## src/sv/nearest_palette_color_top_defines.svh

```systemverilog
// Assertion helpers for the top-level RTL file.
`ifndef NEAREST_PALETTE_COLOR_TOP_DEFINES_SVH
`define NEAREST_PALETTE_COLOR_TOP_DEFINES_SVH

// Same-cycle implication, clocked on clk_i, off during reset.
`define NPC_ASSERT_NOW(lbl, ante, cons, msg) \
  lbl: assert property (@(posedge clk_i) disable iff (!rst_ni) (ante) |-> (cons)) \
    else $error(msg);

// Next-cycle implication, clocked on clk_i, off during reset.
`define NPC_ASSERT_NEXT(lbl, ante, cons, msg) \
  lbl: assert property (@(posedge clk_i) disable iff (!rst_ni) (ante) |=> (cons)) \
    else $error(msg);

`endif

```

## src/sv/npc_pkg.sv

```systemverilog
`default_nettype none

package npc_pkg;

  // Default palette depth
  localparam int PALETTE_ENTRIES = 256;

  // Field widths
  localparam int ChanW  = 8;
  localparam int IdxW   = 8;
  localparam int DistW  = 18;  // 3 * 255^2 fits in 18 bits
  localparam int BoundW = DistW + 1;  // bound is twice the query magnitude

  // Operation codes
  localparam logic OP_LOAD  = 1'b0;
  localparam logic OP_QUERY = 1'b1;

  // One RGB color
  typedef struct packed {
    logic [ChanW-1:0] red;
    logic [ChanW-1:0] green;
    logic [ChanW-1:0] blue;
  } rgb_t;

  // Sequencer states
  typedef enum logic [2:0] {
    ST_IDLE  = 3'b001,
    ST_BOUND = 3'b010,
    ST_WALK  = 3'b100
  } npc_state_e;

endpackage

`default_nettype wire

```

## src/sv/npc_dist.sv

```systemverilog
`default_nettype none

module npc_dist (
  input  wire logic                       clk_i,
  input  wire npc_pkg::rgb_t              color_a_i,
  input  wire npc_pkg::rgb_t              color_b_i,
  output logic      [npc_pkg::DistW-1:0]  dist_o
);
  import npc_pkg::*;

  logic [ChanW-1:0]   diff_r, diff_g, diff_b;
  logic [2*ChanW-1:0] sq_r, sq_g, sq_b;

  // Absolute channel differences
  assign diff_r = (color_a_i.red >= color_b_i.red) ? color_a_i.red - color_b_i.red
                                                   : color_b_i.red - color_a_i.red;
  assign diff_g = (color_a_i.green >= color_b_i.green)
                ? color_a_i.green - color_b_i.green : color_b_i.green - color_a_i.green;
  assign diff_b = (color_a_i.blue >= color_b_i.blue)
                ? color_a_i.blue - color_b_i.blue : color_b_i.blue - color_a_i.blue;

  // 8x8 squares
  assign sq_r = diff_r * diff_r;
  assign sq_g = diff_g * diff_g;
  assign sq_b = diff_b * diff_b;

  // Registered squared distance
  always_ff @(posedge clk_i) begin
    dist_o <= DistW'(sq_r) + DistW'(sq_g) + DistW'(sq_b);
  end

endmodule

`default_nettype wire

```

## config.mk

```make
export PLATFORM = sky130hd
export DESIGN_NAME = npc_dist
export DESIGN_NICKNAME = d
export VERILOG_FILES = /design/src/sv/nearest_palette_color_top_defines.svh /design/src/sv/npc_pkg.sv /design/src/sv/npc_dist.sv
export SDC_FILE = /design/constraint.sdc
export NUM_CORES = 1
export LEC_CHECK = 0
export ABC_AREA = 0
export BUFFER_PORTS_ARGS = -buffer_cell sky130_fd_sc_hd__buf_2
export CAP_MARGIN = 20
export CORE_MARGIN = 3
export CORE_UTILIZATION = 30
export CTS_CLUSTER_DIAMETER = 120
export DETAILED_ROUTE_END_ITERATION = 8
export PLACE_DENSITY = 0.52
export REMOVE_ABC_BUFFERS = 1
export SETUP_SLACK_MARGIN = 0.15
export SYNTH_ARGS = -nofsm -noshare
export SYNTH_HDL_FRONTEND = slang
export SYNTH_SLANG_ARGS = --single-unit
```

## constraint.sdc

```tcl
create_clock -name clk_i -period 10.3 [get_ports clk_i]
set_input_delay 1.03 -clock clk_i [delete_from_list [all_inputs] [get_ports clk_i]]
set_output_delay 1.03 -clock clk_i [all_outputs]
set_load 0.02 [all_outputs]
```

==> impl_metrics.py <==
metrics = {
    "placed_design": {
        "port_buffers": 66,
        "gp_congestion": 0.8128,
        "place_ws_ps": 858.6,
        "dp_hpwl_um": 15310,
        "dp_cells": 1300,
    },
    "floorplan": {
        "std_cell_rows": 58,
        "die_y_um": 168.8,
        "io_pins": 67,
        "initial_core_util_pct": 31.03,
        "fp.dieW_um": 168.8,
        "dieArea_um2": 28490,
        "core_um2": 25620,
    },
    "setup_path": {
        "cp-endpoint": "dist_o[14]$_DFF_P_",
        "crit_type": "in2reg",
        "cp.required_ps": 10480,
        "crit_top_cell": "fa_1",
        "cp_data_arrival_time_ps": 9190,
        "crit_path_end_kind": "flip-flop",
        "critPathSlowestCell": "fa_1",
        "cp_slowest_stage_delay_ps": 540,
        "startpoint": "color_a_i[0]",
        "crit_path_max_fanout": 8,
        "start_kind": "input pin",
    },
    "global_routing": {
        "grt_first_pass_wirelength_um": 29740,
        "first_global_vias": 6197,
        "grt_use_total_pct": 12.50,
        "grt_max_degree": 14,
        "grt-ovfl-total": 0,
        "grt_antenna_before_repair": 0,
    },
    "synthesis": {
        "yosys.area_share.adder_pct": 54.52,
        "ys_seq_elements": 18,
        "netlist_instances": 903,
        "syn_area_um2": 7950,
        "synth_edf_count": 0,
        "synth-simple-area-share_pct": 11.02,
        "ys_warn_count": 0,
        "seq_area_frac_synth_pct": 4.533,
        "yosys.area_share.xor_xnor_pct": 3.903,
        "synth.distinct_cells": 58,
        "synth_top_family_by_area": "adder cells",
        "synth_top_flop_cell": "dfxtp_1",
        "synth-async-reset-ratio_pct": 0,
        "synth_mux_area_share_pct": 1.904,
        "synth_compound_area_share_pct": 10.86,
        "syn_area_per_cell_um2": 8.804,
    },
    "timing": {
        "finalHoldViolCount": 0,
        "fin_crit_sh_pct": 87.41,
        "fmax_mhz": 111.1,
        "slew_violations": 0,
        "tns_ps": 0,
        "setup_viol": 0,
        "rsz0062_at_grt": "no",
        "worstMarginPinSlew_ps": 751.8,
        "fin_crit_ps": 9003,
        "maxSlewHeadroom_pct": 49.71,
        "setup_slack_ps": 1297,
    },
    "hold_path": {
        "worstHoldStart": "color_b_i[8]",
        "worst_hold_path_type": "in2reg",
    },
    "final_layout": {
        "largestRegisters": "dist_o (18)",
        "register_area_um2": 360.3,
        "fillCellCount": 2691,
        "multi_input_area_um2": 6535,
        "antenna_cells": 0,
        "largest_reg_flops": 18,
        "area_delta_synth_final_pct": 10.86,
        "top_register": "dist_o",
        "nNetsFinal": 1288,
        "fin_cells": 1304,
        "drive_above_1_share_pct": 10.78,
    },
    "cts": {
        "clk_pin_slew_ps": 50,
        "cts_setup_buffers": 0,
        "cts.htree.levels": 1,
        "root_buffer": "clkbuf_16",
        "ctsHoldBuffers": 0,
        "numCtsBuffers": 3,
        "clk_path_buf_depth": 2,
        "cts.repair.resized": 0,
        "cts_sinks": 18,
        "cts_tree": "yes",
    },
    "detailed_routing": {
        "routedWlPerCell_um": 12.89,
        "via_count": 5853,
        "drc": 0,
        "routed_wl_um": 16810,
        "dr.max_layer_used": "met4",
        "route.met2.wl_um": 8517,
        "drtAntennaViolNets": 0,
        "dr.pass1.iters": 4,
        "wl_met3_um": 484,
        "wl_met1_um": 7739,
        "via_per_inst": 4.488,
        "drtIter0Drc": 183,
    },
    "status": {
        "status": "finished clean",
    },
    "job": {
        "maxCapViolCount": 0,
    },
}
## critical path: cells and delay by family
| kind | cells | cell delay, ps |
|---|---|---|
| multiplexers | 1 | 280 |
| AO/OA/AOI/OAI | 8 | 2290 |
| adder cells (fa/ha/maj) | 10 | 4220 |
| AND/OR/NAND/NOR | 1 | 160 |
| XOR/XNOR | 2 | 650 |
| buffers and inverters | 7 | 520 |
## cells by family after synthesis
family / after synthesis
buf+inv: 276
fa+ha+maj: 263
simple gates: 175
compound gates: 124
xor+xnor: 32
flops: 18
mux: 15
## layer usage
layer | up-vias | global-route usage, %
met5 | - | 0
met4 | 0 | 0.8894
met3 | 4 | 1.261
met2 | 81 | 22.17
met1 | 2850 | 17.27
li1 | 2918 | -
## worst min path at each step
stage,slack (ps),to,depth (start not counted)
floorplan,1370,dist_o[0],0
global placement,1450,dist_o[4],1
detailed placement,1450,dist_o[4],1
CTS,1620,dist_o[0]$_DFF_P_,4
global route,1660,dist_o[0]$_DFF_P_,4
finish,1590,dist_o[0]$_DFF_P_,4
## layout by cell type (no fill, tap or decap), drive strengths merged, types with 4 or more instances in the layout
cell and n:
xor2 10, a21oi 40, fa 139, o21bai 13
nand4 4, xnor2 22, nand2b 19, nor2b 10
a21o 16, mux2i 14, o21a 7, buf 81
nor3 5, o21ai 17, ha 124, o211ai 4
nand2 19, or2 12, inv 263, or4 4
dfxtp 18, and3 9, nor2 73, o31ai 4
nand3 6
## metrics by stage
step | hold WS (ps) | util [%] | instance area [µm²]
2_1_floorplan | 1369 | - | 7883
3_3_place_gp | 1447 | 34.08 | 8731
3_5_place_dp | 1446 | 34.08 | 8731
4_1_cts | 1620 | 34.38 | 8806
5_1_grt | 1661 | 34.40 | 8813
6_report | 1589 | 34.40 | 8813
## final cells by class
type | count | area share [%]
multi-input combinational | 609 | 74.15
tap | 330 | 4.685
timing repair buffer | 81 | 5.026
inverter | 263 | 11.20
sequential | 18 | 4.089
clock buffer | 3 | 0.8518
## Yosys cell counts (all sizes together) (2+ instances only)
master	n	area share, %
a211oi	2	0.19
ha	124	20
inv	263	12
nand3	6	0.38
or2	12	0.98
a21o	16	1.5
or3	2	0.16
a21oi	40	2.6
a2111oi	3	0.57
nand4	4	0.31
mux2i	14	1.8
a311oi	2	0.22
fa	139	35
a31oi	3	0.24
clkbuf	3	0.14
dfxtp	18	4.5
o211ai	4	0.38
buf	10	0.71
o21bai	13	1.2
and3	9	0.71
o31ai	4	0.38
xor2	10	1.2
or4	4	0.38
o22ai	2	0.16
a21boi	2	0.19
and4	3	0.36
o21a	7	0.66
nor2b	10	0.79
xnor2	22	2.7
nor2	73	3.4
nor4	3	0.24
nand2b	19	1.5
and2	2	0.16
o21ai	17	1.1
nand2	19	0.90
nand3b	2	0.19
nor3	5	0.31
Power is not shown: default switching activity piles up to over one toggle a cycle in this logic, so the estimate is an artifact.
